`config.mk`:
```
export PLATFORM = sky130hd
export DESIGN_NAME = mrac_divider
export DESIGN_NICKNAME = d
export VERILOG_FILES = /design/src/rtl/mrac_pkg.sv /design/src/rtl/mrac_divider.sv
export SDC_FILE = /design/constraint.sdc
export NUM_CORES = 1
export LEC_CHECK = 0
export BUFFER_PORTS_ARGS = -buffer_cell sky130_fd_sc_hd__buf_2
export CAP_MARGIN = 20
export CORE_MARGIN = 3
export CORE_UTILIZATION = 43
export CTS_CLUSTER_DIAMETER = 150
export CTS_CLUSTER_SIZE = 40
export DETAILED_ROUTE_END_ITERATION = 10
export HOLD_SLACK_MARGIN = 0.08
export PLACE_DENSITY = 0.7
export SLEW_MARGIN = 20
export SYNTH_ARGS = -nofsm -noshare
export SYNTH_HDL_FRONTEND = slang
export SYNTH_SLANG_ARGS = --single-unit
```
`constraint.sdc`:
```
create_clock -name clk -period 2.33 [get_ports clk]
set_input_delay 0.5825 -clock clk [delete_from_list [all_inputs] [get_ports clk]]
set_output_delay 0.5825 -clock clk [all_outputs]
set_load 0.01 [all_outputs]
```
`src/rtl/mrac_pkg.sv`:
```
// ----------------------------------------------------------------------------
// mrac_pkg
// Types, codes and helpers shared by the mixed-radix add/convert block.
// ----------------------------------------------------------------------------
package mrac_pkg;

  // Field widths and storage sizes
  localparam int DIGIT_W   = 6;
  localparam int BASE_W    = 6;
  localparam int CMD_W     = 2;
  localparam int STATUS_W  = 2;
  localparam int CFG_IDX_W = 2;
  localparam int BUF_DEPTH = 32;
  localparam int BUF_AW    = $clog2(BUF_DEPTH);

  typedef logic [DIGIT_W-1:0]   digit_t;
  typedef logic [BASE_W-1:0]    base_t;
  typedef logic [CMD_W-1:0]     cmd_t;
  typedef logic [STATUS_W-1:0]  status_t;
  typedef logic [CFG_IDX_W-1:0] cfg_idx_t;
  typedef logic [BUF_AW-1:0]    buf_addr_t;

  // Commands
  localparam cmd_t CMD_DIGIT_A = 2'd0;
  localparam cmd_t CMD_DIGIT_B = 2'd1;
  localparam cmd_t CMD_FINISH  = 2'd2;

  // Status codes
  localparam status_t STATUS_OK        = 2'd0;
  localparam status_t STATUS_OVERFLOW  = 2'd1;
  localparam status_t STATUS_BAD_DIGIT = 2'd2;

  // Configuration register indexes
  localparam cfg_idx_t REG_BASE_A      = 2'd0;
  localparam cfg_idx_t REG_BASE_B      = 2'd1;
  localparam cfg_idx_t REG_BASE_RESULT = 2'd2;

  // Radix limits
  localparam base_t BASE_MIN   = 6'd2;
  localparam base_t BASE_MAX   = 6'd36;
  localparam base_t BASE_RESET = 6'd10;

  // Channel payloads
  typedef struct packed {
    cmd_t   command;
    digit_t digit_value;
  } in_item_t;

  typedef struct packed {
    digit_t  result_digit;
    logic    last_digit;
    status_t status;
  } out_item_t;

  // Sequencer states
  typedef enum logic [2:0] {
    S_IDLE,
    S_DIV_GO,
    S_DIV_WAIT,
    S_RD,
    S_OUT
  } state_t;

  // Divider request and response
  typedef struct packed {
    logic  start;
    base_t divisor;
  } div_req_t;

  typedef struct packed {
    logic   done;
    digit_t remainder;
  } div_rsp_t;

  // Digit buffer write port
  typedef struct packed {
    logic      en;
    buf_addr_t addr;
    digit_t    data;
  } buf_wr_t;

  // Clamp a programmed radix into the legal range
  function automatic base_t eff_base(base_t r);
    base_t b;
    b = r;
    if (r < BASE_MIN) begin
      b = BASE_MIN;
    end else if (r > BASE_MAX) begin
      b = BASE_MAX;
    end
    return b;
  endfunction

endpackage

```
`src/rtl/mrac_divider.sv`:
```
// ----------------------------------------------------------------------------
// mrac_divider
// Restoring divider, one quotient bit per cycle, small divisor.
// ----------------------------------------------------------------------------
module mrac_divider #(
  parameter int ACC_WIDTH = 32
) (
  input  logic                  clk,
  input  logic                  rst_n,
  input  mrac_pkg::div_req_t    req,
  input  logic [ACC_WIDTH-1:0]  dividend,
  output mrac_pkg::div_rsp_t    rsp,
  output logic [ACC_WIDTH-1:0]  quotient
);
  import mrac_pkg::*;

  localparam int CNT_W = $clog2(ACC_WIDTH);

  logic                 busy_r, busy_nxt;
  logic                 done_r, done_nxt;
  logic [CNT_W-1:0]     cnt_r, cnt_nxt;
  logic [ACC_WIDTH-1:0] quo_r, quo_nxt;
  digit_t               rem_r, rem_nxt;
  base_t                dvs_r, dvs_nxt;
  logic [DIGIT_W:0]     trial;
  logic                 take;

  // One restoring step: shift in next dividend bit, subtract if it fits
  always_comb begin
    trial = {rem_r, quo_r[ACC_WIDTH-1]};
    take  = (trial >= {1'b0, dvs_r});
  end

  always_comb begin
    busy_nxt = busy_r;
    done_nxt = 1'b0;
    cnt_nxt  = cnt_r;
    quo_nxt  = quo_r;
    rem_nxt  = rem_r;
    dvs_nxt  = dvs_r;
    if (req.start) begin
      busy_nxt = 1'b1;
      cnt_nxt  = CNT_W'(ACC_WIDTH - 1);
      quo_nxt  = dividend;
      rem_nxt  = '0;
      dvs_nxt  = req.divisor;
    end else if (busy_r) begin
      quo_nxt = {quo_r[ACC_WIDTH-2:0], take};
      if (take) begin
        rem_nxt = DIGIT_W'(trial - {1'b0, dvs_r});
      end else begin
        rem_nxt = trial[DIGIT_W-1:0];
      end
      cnt_nxt = cnt_r - 1'b1;
      if (cnt_r == '0) begin
        busy_nxt = 1'b0;
        done_nxt = 1'b1;
      end
    end
  end

  // Control state
  always_ff @(posedge clk) begin
    if (!rst_n) begin
      busy_r <= 1'b0;
      done_r <= 1'b0;
    end else begin
      busy_r <= busy_nxt;
      done_r <= done_nxt;
    end
  end

  // Datapath
  always_ff @(posedge clk) begin
    cnt_r <= cnt_nxt;
    quo_r <= quo_nxt;
    rem_r <= rem_nxt;
    dvs_r <= dvs_nxt;
  end

  assign rsp.done      = done_r;
  assign rsp.remainder = rem_r;
  assign quotient      = quo_r;

endmodule

```
==> results.json <==
{
  "outcome": "finished, final reports clean",
  "clockRootBuffer": "clkbuf_8",
  "hpwlAfterDp_um": 3511,
  "drive_gt1_share_pct": 49.43,
  "cts_setup_buffers": 0,
  "grt_usage_pct": 14.87,
  "rows": 26,
  "clkSlewWorstSetupHoldPaths_ns": 0.09,
  "nets": 313,
  "vdd_drop_max_uv": 347.8,
  "p_comb_share_pct": 21.4,
  "finalSetupViolCount": 0,
  "synthToLayoutAreaGrowth_pct": 24.28,
  "fmax_ghz": 0.4877,
  "antenna_cells": 0,
  "syn_avg_cell_area_um2": 13.62,
  "syn_inst": 179,
  "setup_tns_ns": 0,
  "clkSinkCount": 51,
  "insertion_delay_ns": 0.30,
  "yosysWarnings": 0,
  "worstPathArrival_ns": 2.25,
  "place_inst": 325,
  "cp_num_buf_inv": 1,
  "syn_nets": 230,
  "port_buffers": 79,
  "slowest_delay_ns": 0.52,
  "dr.pass1.iters": 4,
  "swShare_pct": 26.68,
  "holdCritStartpoint": "req[1]",
  "p_switching_uw": 547.8,
  "cp_top_family": "simple AND/OR/NAND/NOR gates",
  "endpoint_kind": "register",
  "worst_ep_required_time_ns": 2.53,
  "slew_headroom_pct": 73.92,
  "holdWs_ns": 0.4495,
  "synth_seq_area_share_pct": 57.49,
  "gp_congestion": 0.7876,
  "wl_per_cell_um": 14.06,
  "synth_common_cells": "edfxtp_1, mux2_2, dfxtp_1, inv_1",
  "hold_path_class": "input port to register",
  "start_kind": "register",
  "finalCritPeriodShare_pct": 88.00,
  "finClkSkew_ns": 0.01080,
  "ctsResizeCount": 0,
  "synth-async-reset-ratio_pct": 0,
  "drtIter0Drc": 57,
  "drv_cap": 0,
  "postRouteAntennaNets": 0,
  "leakage_nw": 1.294,
  "period_needed_ns": 2.050,
  "first_global_vias": 1581,
  "antenna_found_initial": 0,
  "setup.worst_path.class": "register to register",
  "yosys.area.top_type": "edfxtp_1",
  "yosysUniqueCellTypes": 38,
  "cp_max_fo": 10,
  "synth_area_leaders": "edfxtp_1, mux2_2, dfxtp_1",
  "overflow": 0,
  "hold_buffers": 0,
  "path_cells": "inv_1 > ha_1 > and2b_4 > o21ai_2 > a41oi_4 > or4b_1 > o311ai_1",
  "synthFlopType": "edfxtp_1",
  "wl_um": 4682,
  "initial_core_util_pct": 45.97,
  "htree_num_levels": 2,
  "r2r_cells": 7,
  "grt_first_pass_wirelength_um": 7369,
  "worst_pin_slew_ns": 0.3900,
  "cts_buffers": 5,
  "reg2reg_to": "rem_r[0]$_SDFFE_PP0P_",
  "sequentialPowerShare_pct": 55.0,
  "grt_max_degree": 29,
  "die-area_mm2": 0.006607,
  "power_frac_clock_pct": 23.6,
  "core_mm2": 0.005303,
  "powerDensity_mw_per_mm2": 677.7,
  "cts_tree": "done",
  "die_y_um": 81.29,
  "cpMaxStageDelayCell": "or4b_1",
  "rsz0062_at_grt": "false",
  "hold_violations": 0,
  "num_vias": 1643,
  "synth_top_area_share_pct": 46.82,
  "floorplan.io_pins": 80,
  "synthesis.area_mm2": 0.002437,
  "worstHoldEndpoint": "dvs_r[1]$_DFFE_PP_",
  "viasPerCell": 4.934,
  "rrSetupSlack_ns": 0.28,
  "synth_seq_cells": 51,
  "instances_no_fill": 333,
  "die_w_um": 81.29,
  "synth_most_common_cell": "edfxtp_1",
  "drv_slew": 0,
  "internal_power_mw": 1.505,
  "reg2reg_from": "quotient[31]$_DFFE_PP_",
  "synth-edff-count": 38,
  "drcViolationCount": 0,
  "min_path_cells": 1,
  "cts_buffer_depth": 2
}
[through the flow]
| step | area [µm²] | setup WS, ns | total power, mW | utilization (%) |
|---|---|---|---|---|
| final | 3029 | 0.2795 | 2.053 | 57.13 |
| after global routing | 3029 | 0.1276 | 2.177 | 57.13 |
| after CTS | 3029 | 0.2535 | 2.087 | 57.13 |
| after detailed placement | 2944 | 0.3044 | 1.594 | 55.52 |
| after global placement | 2944 | 0.3637 | 1.584 | 55.52 |
| after floorplan | 2437 | 0.3731 | 1.426 | - |
[worst register-to-register path: cells and delay by family, from the launching register on]
family,cells,cell delay [ns]
DFF,1,0.36
buffers and inverters,1,0.07
adders and majority gates,1,0.29
and+or+nand+nor,2,0.70
AOI/OAI and AO/OA,3,0.53
[cell type report]
| type | instances | area [µm²] |
|---|---|---|
| fill | 461 | 2273 |
| sequential | 51 | 1401 |
| multi-input combinational | 107 | 944.7 |
| timing repair buffer | 85 | 465.4 |
| tap | 70 | 87.58 |
| clock buffer | 6 | 72.57 |
| inverter | 12 | 45.04 |
| clock inverter | 2 | 12.51 |
[layer usage]
layer	share of wire [%]	vias up	track usage, %
li1	-	819	-
met1	46	769	20.40
met2	45	51	21.01
met3	8.1	4	6.652
met4	0.85	0	4.561
met5	0	-	0
[state kept, by name (all words and copies together), names as in the netlist]
name      count
busy_r        1
cnt_r         5
done_r        1
quotient     32
rem_r         6
dvs_r         6
[logic make-up after synthesis]
family / after synthesis / synth area share, %
adder cells (fa/ha/maj): 10 / 5.442
AND/OR/NAND/NOR: 36 / 8.522
multiplexers: 35 / 15.96
XOR/XNOR: 7 / 2.515
AO/OA/AOI/OAI: 19 / 6.314
flip-flops: 51 / 57.49
buffers and inverters: 21 / 3.747
[worst max path at each step]
| stage | start | end | cells after the start |
|---|---|---|---|
| 6_report | quotient[31]$_DFFE_PP_ | rem_r[0]$_SDFFE_PP0P_ | 7 |
| 5_1_grt | quotient[31]$_DFFE_PP_ | rem_r[4]$_SDFFE_PP0P_ | 8 |
| 4_1_cts | quotient[31]$_DFFE_PP_ | rem_r[0]$_SDFFE_PP0P_ | 7 |
| 3_5_place_dp | quotient[31]$_DFFE_PP_ | rem_r[0]$_SDFFE_PP0P_ | 7 |
| 3_3_place_gp | quotient[31]$_DFFE_PP_ | rem_r[0]$_SDFFE_PP0P_ | 7 |
| 2_1_floorplan | req[6] | quotient[0]$_DFFE_PP_ | 3 |
[power groups by stage]
stage | sequential (mW) | combinational (mW) | clock, mW
floorplan | 1.18 | 0.250 | 0
global placement | 1.15 | 0.435 | 0
detailed placement | 1.15 | 0.446 | 0
CTS | 1.13 | 0.446 | 0.511
global route | 1.14 | 0.489 | 0.545
finish | 1.13 | 0.439 | 0.485
[cell usage in the layout (no fill, tap or decap), types with 3 or more instances in the layout]
cell       n
a211oi_1   3
a21oi_1    6
buf_2     79
buf_4      4
clkbuf_8   5
dfxtp_1   13
edfxtp_1  38
ha_1       9
inv_1     12
mux2_2    31
mux2i_1    4
nand2_1    6
nand2b_1   6
nor2_1     9
nor3_1     3
xnor2_1    4
xor2_1     3
Power figures use the tool's default switching activity.
