$ cat config.mk
export PLATFORM = sky130hd
export DESIGN_NAME = mrac_digit_buf
export DESIGN_NICKNAME = d
export VERILOG_FILES = /design/src/rtl/mrac_pkg.sv /design/src/rtl/mrac_digit_buf.sv
export SDC_FILE = /design/constraint.sdc
export NUM_CORES = 1
export LEC_CHECK = 0
export BUFFER_PORTS_ARGS = -buffer_cell sky130_fd_sc_hd__buf_2
export CAP_MARGIN = 20
export CORE_ASPECT_RATIO = 0.7
export CORE_MARGIN = 2
export CORE_UTILIZATION = 30
export DETAILED_ROUTE_END_ITERATION = 8
export GPL_ROUTABILITY_DRIVEN = 0
export GPL_TIMING_DRIVEN = 0
export PLACE_DENSITY = 0.45
export RECOVER_POWER = 100
export SYNTH_ARGS = -nofsm -noshare
export SYNTH_HDL_FRONTEND = slang
export SYNTH_SLANG_ARGS = --single-unit
$ cat constraint.sdc
create_clock -name clk -period 5.7 [get_ports clk]
set_input_delay 0.57 -clock clk [delete_from_list [all_inputs] [get_ports clk]]
set_output_delay 0.57 -clock clk [all_outputs]
set_load 0.01 [all_outputs]
$ cat src/rtl/mrac_pkg.sv
// ----------------------------------------------------------------------------
// mrac_pkg
// Types, codes and helpers shared by the mixed-radix add/convert block.
// ----------------------------------------------------------------------------
package mrac_pkg;

  // Field widths and storage sizes
  localparam int DIGIT_W   = 6;
  localparam int BASE_W    = 6;
  localparam int CMD_W     = 2;
  localparam int STATUS_W  = 2;
  localparam int CFG_IDX_W = 2;
  localparam int BUF_DEPTH = 32;
  localparam int BUF_AW    = $clog2(BUF_DEPTH);

  typedef logic [DIGIT_W-1:0]   digit_t;
  typedef logic [BASE_W-1:0]    base_t;
  typedef logic [CMD_W-1:0]     cmd_t;
  typedef logic [STATUS_W-1:0]  status_t;
  typedef logic [CFG_IDX_W-1:0] cfg_idx_t;
  typedef logic [BUF_AW-1:0]    buf_addr_t;

  // Commands
  localparam cmd_t CMD_DIGIT_A = 2'd0;
  localparam cmd_t CMD_DIGIT_B = 2'd1;
  localparam cmd_t CMD_FINISH  = 2'd2;

  // Status codes
  localparam status_t STATUS_OK        = 2'd0;
  localparam status_t STATUS_OVERFLOW  = 2'd1;
  localparam status_t STATUS_BAD_DIGIT = 2'd2;

  // Configuration register indexes
  localparam cfg_idx_t REG_BASE_A      = 2'd0;
  localparam cfg_idx_t REG_BASE_B      = 2'd1;
  localparam cfg_idx_t REG_BASE_RESULT = 2'd2;

  // Radix limits
  localparam base_t BASE_MIN   = 6'd2;
  localparam base_t BASE_MAX   = 6'd36;
  localparam base_t BASE_RESET = 6'd10;

  // Channel payloads
  typedef struct packed {
    cmd_t   command;
    digit_t digit_value;
  } in_item_t;

  typedef struct packed {
    digit_t  result_digit;
    logic    last_digit;
    status_t status;
  } out_item_t;

  // Sequencer states
  typedef enum logic [2:0] {
    S_IDLE,
    S_DIV_GO,
    S_DIV_WAIT,
    S_RD,
    S_OUT
  } state_t;

  // Divider request and response
  typedef struct packed {
    logic  start;
    base_t divisor;
  } div_req_t;

  typedef struct packed {
    logic   done;
    digit_t remainder;
  } div_rsp_t;

  // Digit buffer write port
  typedef struct packed {
    logic      en;
    buf_addr_t addr;
    digit_t    data;
  } buf_wr_t;

  // Clamp a programmed radix into the legal range
  function automatic base_t eff_base(base_t r);
    base_t b;
    b = r;
    if (r < BASE_MIN) begin
      b = BASE_MIN;
    end else if (r > BASE_MAX) begin
      b = BASE_MAX;
    end
    return b;
  endfunction

endpackage

$ cat src/rtl/mrac_digit_buf.sv
// ----------------------------------------------------------------------------
// mrac_digit_buf
// Digit reversal memory: one write port, one registered read port.
// ----------------------------------------------------------------------------
module mrac_digit_buf (
  input  logic                clk,
  input  mrac_pkg::buf_wr_t   wr,
  input  logic                rd_en,
  input  mrac_pkg::buf_addr_t rd_addr,
  output mrac_pkg::digit_t    rd_data
);
  import mrac_pkg::*;

  digit_t mem [BUF_DEPTH];

  always_ff @(posedge clk) begin
    if (wr.en) begin
      mem[wr.addr] <= wr.data;
    end
  end

  always_ff @(posedge clk) begin
    if (rd_en) begin
      rd_data <= mem[rd_addr];
    end
  end

endmodule

==> impl_metrics.json, run 1 <==
{
  "pwr-share-comb_pct": 5.4,
  "crit_path_max_fanout": 10,
  "tightest_slew_ps": 1580,
  "routed_wirelength_um": 17200,
  "tritoncts_num_sinks": 198,
  "grt_max_degree": 33,
  "hpwlAfterDp_um": 11500,
  "critPathCapture": "rd_data[2]",
  "starting_density_of_the_core_pct": 30.8,
  "post_cts.repair.setup_buffers": 0,
  "vias_per_cell": 4.78,
  "worst_r2r_startpoint": "mem[31][2]",
  "ys_ff_latch": 198,
  "top_usage_layer": "met1",
  "first_global_vias": 3517,
  "layout.cells.most_common_list": "edfxtp_1, mux4_2, nor2_1",
  "wire_per_inst_um": 24.6,
  "drc": 0,
  "timing.setup.tns_ps": 0,
  "max-slew-margin-rel_pct": -5.03,
  "number_of_h_tree_levels": 4,
  "design.portCount": 25,
  "multi_input_area_um2": 1630,
  "met2_usage_pct": 19.9,
  "synth_cells": 323,
  "worstSetupEndpointType": "register",
  "use_met1_pct": 20.6,
  "clock_latency_ps": 430,
  "internal-power_mw": 2.29,
  "cts_inserted_buffers": 17,
  "r2r_cells": 3,
  "hold_path.class": "primary input to register",
  "timing_max_transition_violations_final": 98,
  "design_power_total_mw": 2.94,
  "flow.area_growth_from_synthesis_pct": 13.7,
  "gr-usage-all-layers_pct": 13.9,
  "buffer_cell_driving_the_clock_tree_root": "clkbuf_16",
  "post_synth_instance_area_um2": 7650,
  "worst-path-stages": 5,
  "power_density_nw_per_um2": 338,
  "netlist-cell-type-count": 13,
  "design.die.area_um2": 26800,
  "r2r_slack_ps": 3690,
  "outcome": "finished, violations left",
  "core_area_um2": 24900,
  "clkPwrFrac_pct": 39.1,
  "critical_path_required_ps": 5870,
  "die_w_um": 195,
  "sw_frac_of_total_pct": 21.9,
  "cap_violations": 3,
  "finalCritPeriodShare_pct": 51.1,
  "layout.filler_cells": 2346,
  "critical_path.n_buffers_inverters": 2,
  "cts_buffer_depth": 2,
  "number_of_gates_resized_after_cts": 0,
  "power_switching_mw": 0.644,
  "detail_route_antenna_nets": 0,
  "report.final.setup_viol": 0,
  "hold_viol": 0,
  "antenna_cells_inserted": 0,
  "mappedNetlistNets": 342,
  "critical_path.cell_chain": "clkbuf_1 > clkbuf_1 > mux4_2 > mux4_2 > mux2_1",
  "critical-path-top-delay-family": "multiplexers",
  "initialDrtViolationCount": 399,
  "finalWorstPathRequiredPeriod_ps": 2910,
  "fp.dieH_um": 138,
  "relative_contribution_of_sequential_cells_to_total_power_pct": 55.5,
  "final-seq-area_um2": 5950,
  "drt-pass1-iter-count": 4,
  "end_of_the_worst_register_to_register_path": "rd_data[2]",
  "rsz_0062_raised_after_global_routing": "no",
  "clkSlewWorstSetupHoldPaths_ps": 70,
  "holdPathStages": 1,
  "yosysSeqAreaShare_pct": 77.7,
  "finish.net_count": 382,
  "max_freq_mhz": 343,
  "grt_antenna_before_repair": 0,
  "avgSynthCellArea_um2": 23.7,
  "core.rowCount": 48,
  "criticalPathCategory": "primary input to register",
  "critical-path-slowest-cell": "clkbuf_1",
  "timing.critical_path.slowest_cell_delay_ps": 660,
  "final_layout_size_suffix_gt1_share_pct": 28.5,
  "ys_warn_count": 0,
  "routed-via-count": 3345,
  "power_leakage_nw": 2.59,
  "worst_ep_arrival_time_ps": 3080,
  "finClkSkew_ps": 7.43,
  "peakVddDrop_mv": 0.221,
  "cts.hold.buffers_added": 0,
  "globalRoute.totalOverflow": 0,
  "startpoint_type": "primary input",
  "tritoncts": "done",
  "worstSetupStartpoint": "rd_addr[2]",
  "global_route_wire_length_before_repair_um": 25100,
  "violations_in_the_final_reports": "capacitance limit, slew limit",
  "buffer_ports.inserted": 21,
  "fin_hold_ws_ps": 581,
  "mostFrequentLayoutCell": "edfxtp_1",
  "met3_usage_pct": 3.65
}
[cell type report]
cell class | instances | share of cell area, %
multi-input cells | 111 | 18.7
plain buffers | 14 | 0.892
repair buffers | 21 | 0.993
clock buffers | 17 | 4.89
well taps | 325 | 4.68
flip-flops and latches | 198 | 68.4
clock inverters | 14 | 1.47
[how the worst min path moves through the flow]
stage | start | to | slack, ps
4_1_cts | rd_en | rd_data[1] | 470
5_1_grt | rd_en | rd_data[3] | 580
6_report | rd_en | rd_data[1] | 580
3_5_place_dp | rd_en | rd_data[1] | 940
3_3_place_gp | rd_en | rd_data[3] | 930
2_1_floorplan | wr[0] | mem[0][0] | 670
[cells by family after synthesis]
group	count (synthesis)	synth area share, %
AND/OR/NAND/NOR	45	2.72
multiplexers	66	18.5
buffers and inverters	14	1.01
flip-flops	198	77.7
[metal layers]
| metal | vias to the layer above | part of all wire [%] |
|---|---|---|
| li1 | 1455 | - |
| met1 | 1795 | 49 |
| met2 | 93 | 44 |
| met3 | 2 | 7.3 |
| met4 | 0 | 0.23 |
| met5 | - | 0 |
[sequential cells by signal, indices dropped and copies added, names as in the netlist]
name     cells
mem        192
rd_data      6
[metrics by stage]
| stage | util, % | worst slack, ps | area [um2] | cells |
|---|---|---|---|---|
| 6_report | 35.0 | 2790 | 8700 | 700 |
| 5_1_grt | 35.0 | 2750 | 8700 | 700 |
| 4_1_cts | 35.0 | 2850 | 8710 | 700 |
| 3_5_place_dp | 32.8 | 2390 | 8160 | 669 |
| 3_3_place_gp | 32.8 | 2370 | 8160 | 669 |
| 2_1_floorplan | - | 3150 | 7650 | 323 |
[cell usage after synthesis]
cell      count  area share (%)
or3b_2        3            0.34
clkbuf_1      7            0.34
buf_1         2           0.098
edfxtp_1    198              78
nand3b_1      5            0.49
nor2_1       33             1.6
nand2_1       1           0.049
or3_1         1           0.082
nand3_1       2            0.13
buf_2         2            0.13
mux2_2        6            0.88
buf_6         3            0.44
mux4_2       60              18
[power groups by stage]
stage	sequential, mW	clock (mW)	combinational, mW
3_3_place_gp	1.66	0	0.165
3_5_place_dp	1.66	0	0.165
6_report	1.63	1.15	0.158
2_1_floorplan	1.66	0	0.0870
5_1_grt	1.63	1.24	0.172
4_1_cts	1.63	1.18	0.166
Power figures use the tool's default switching activity.
==> inputs of run 2 (changes only) <==
- PLACE_DENSITY: 0.45 -> 0.47
- clock period: 5.7 -> 2.5 ns (I/O delays scaled with it)
==> impl_metrics.json, run 2 (synthesis results as in run 1) <==
{
  "relative_contribution_of_sequential_cells_to_total_power_pct": 55.0,
  "timing.critical_path.slowest_cell_delay_ps": 500,
  "gr-usage-all-layers_pct": 13.5,
  "wire_per_inst_um": 24.2,
  "worst_r2r_startpoint": "mem[31][3]",
  "cts_inserted_buffers": 17,
  "routed-via-count": 3397,
  "report.final.setup_viol": 0,
  "worstSetupStartpoint": "rd_addr[2]",
  "worst_ep_arrival_time_ps": 2440,
  "layout_top_registers": "mem: 192 flops, rd_data: 6 flops",
  "routed_wirelength_um": 16900,
  "grt_antenna_before_repair": 1,
  "sw_frac_of_total_pct": 22.2,
  "pwr-share-comb_pct": 5.3,
  "mostFrequentLayoutCell": "edfxtp_1",
  "clock_latency_ps": 440,
  "final_layout_size_suffix_gt1_share_pct": 28.7,
  "critical-path-slowest-cell": "mux4_2",
  "power_switching_mw": 1.50,
  "finish.net_count": 382,
  "fp.dieH_um": 138,
  "max_freq_mhz": 440,
  "hpwlAfterDp_um": 11400,
  "cts_buffer_depth": 2,
  "tritoncts_num_sinks": 198,
  "largest_register_ff_count": 192,
  "cap_violations": 3,
  "core.rowCount": 48,
  "flow.area_growth_from_synthesis_pct": 13.9,
  "vias_per_cell": 4.85,
  "clkSlewWorstSetupHoldPaths_ps": 70,
  "violations_in_the_final_reports": "capacitance limit, slew limit",
  "max-slew-margin-rel_pct": -1.76,
  "design_power_total_mw": 6.76,
  "initialDrtViolationCount": 366,
  "r2r_cells": 3,
  "top_register": "mem",
  "design.die.area_um2": 26800,
  "buffer_ports.inserted": 21,
  "starting_density_of_the_core_pct": 30.8,
  "power_density_nw_per_um2": 775,
  "startpoint_type": "primary input",
  "power_leakage_nw": 2.60,
  "detail_route_antenna_nets": 0,
  "globalRoute.totalOverflow": 0,
  "worst-path-stages": 5,
  "die_w_um": 195,
  "finalWorstPathRequiredPeriod_ps": 2270,
  "tightest_slew_ps": 1530,
  "global_route_wire_length_before_repair_um": 24700,
  "crit_path_max_fanout": 10,
  "hold_path.class": "primary input to register",
  "antenna_cells_inserted": 0,
  "outcome": "finished, violations left",
  "post_cts.repair.setup_buffers": 0,
  "r2r_slack_ps": 440,
  "first_global_vias": 3497,
  "fin_hold_ws_ps": 179,
  "critical-path-top-delay-family": "multiplexers",
  "peakVddDrop_mv": 0.455,
  "design.portCount": 25,
  "buffer_cell_driving_the_clock_tree_root": "clkbuf_16",
  "clkPwrFrac_pct": 39.7,
  "internal-power_mw": 5.26,
  "number_of_h_tree_levels": 4,
  "drt-pass1-iter-count": 5,
  "tritoncts": "done",
  "critPathCapture": "rd_data[3]",
  "finalCritPeriodShare_pct": 90.9,
  "end_of_the_worst_register_to_register_path": "rd_data[3]",
  "critical-path-top-cell-by-count": "mux4_2",
  "hold_viol": 0,
  "layout.cells.most_common_list": "edfxtp_1, mux4_2, nor2_1",
  "rsz_0062_raised_after_global_routing": "no",
  "critical_path_required_ps": 2660,
  "drc": 0,
  "finClkSkew_ps": 9.40,
  "critical_path.cell_chain": "clkbuf_1 > clkbuf_2 > mux4_2 > mux4_2 > mux2_1",
  "timing_max_transition_violations_final": 98,
  "worstSetupEndpointType": "register",
  "holdPathStages": 1,
  "core_area_um2": 24900,
  "grt_max_degree": 33,
  "critical_path.n_buffers_inverters": 2,
  "criticalPathCategory": "primary input to register"
}
==> run 2: area by class of cell <==
type,count,area [um2]
well taps,325,407
clock buffers,18,429
multi-input cells,111,1630
plain buffers,14,80.1
clock inverters,14,144
fillers,2345,16100
flip-flops and latches,198,5950
repair buffers,21,83.8
==> run 2: worst min-delay path by stage <==
stage / from / endpoint / slack [ps]
2_1_floorplan: wr[0] / mem[0][0] / 350
3_3_place_gp: rd_en / rd_data[0] / 540
3_5_place_dp: rd_en / rd_data[5] / 550
4_1_cts: rd_en / rd_data[5] / 90
5_1_grt: rd_en / rd_data[5] / 180
6_report: rd_en / rd_data[5] / 180
==> run 2: layer usage <==
metal	GRT usage (%)	vias to the layer above	routed length [um]	share of wire (%)
met5	0	-	0	0
met4	4.83	0	191	1.1
met3	2.96	13	810	4.8
met2	19.1	71	7240	43
met1	20.5	1858	8690	51
li1	-	1455	-	-
==> run 2: repair_timing <==
item	CTS	global route
hold buffers	0	0
resized for setup	2	0
setup endpoints to repair	6	0
==> run 2: per-stage QoR <==
stage          setup TNS (ps)  utilization (%)  setup slack (ps)  std cells  instance area, um2
5_1_grt                     0             35.1               151        701                8720
3_3_place_gp            -2890             32.8              -495        669                8160
6_report                    0             35.1               227        701                8720
2_1_floorplan               0                -               271        323                7650
3_5_place_dp            -2800             32.8              -478        669                8160
4_1_cts                     0             35.1               240        701                8740
==> run 2: power groups by stage <==
stage,clock [mW],sequential (mW),combinational (mW)
6_report,2.68,3.71,0.360
5_1_grt,2.86,3.72,0.390
4_1_cts,2.73,3.71,0.377
3_5_place_dp,0,3.79,0.376
3_3_place_gp,0,3.78,0.371
2_1_floorplan,0,3.79,0.198
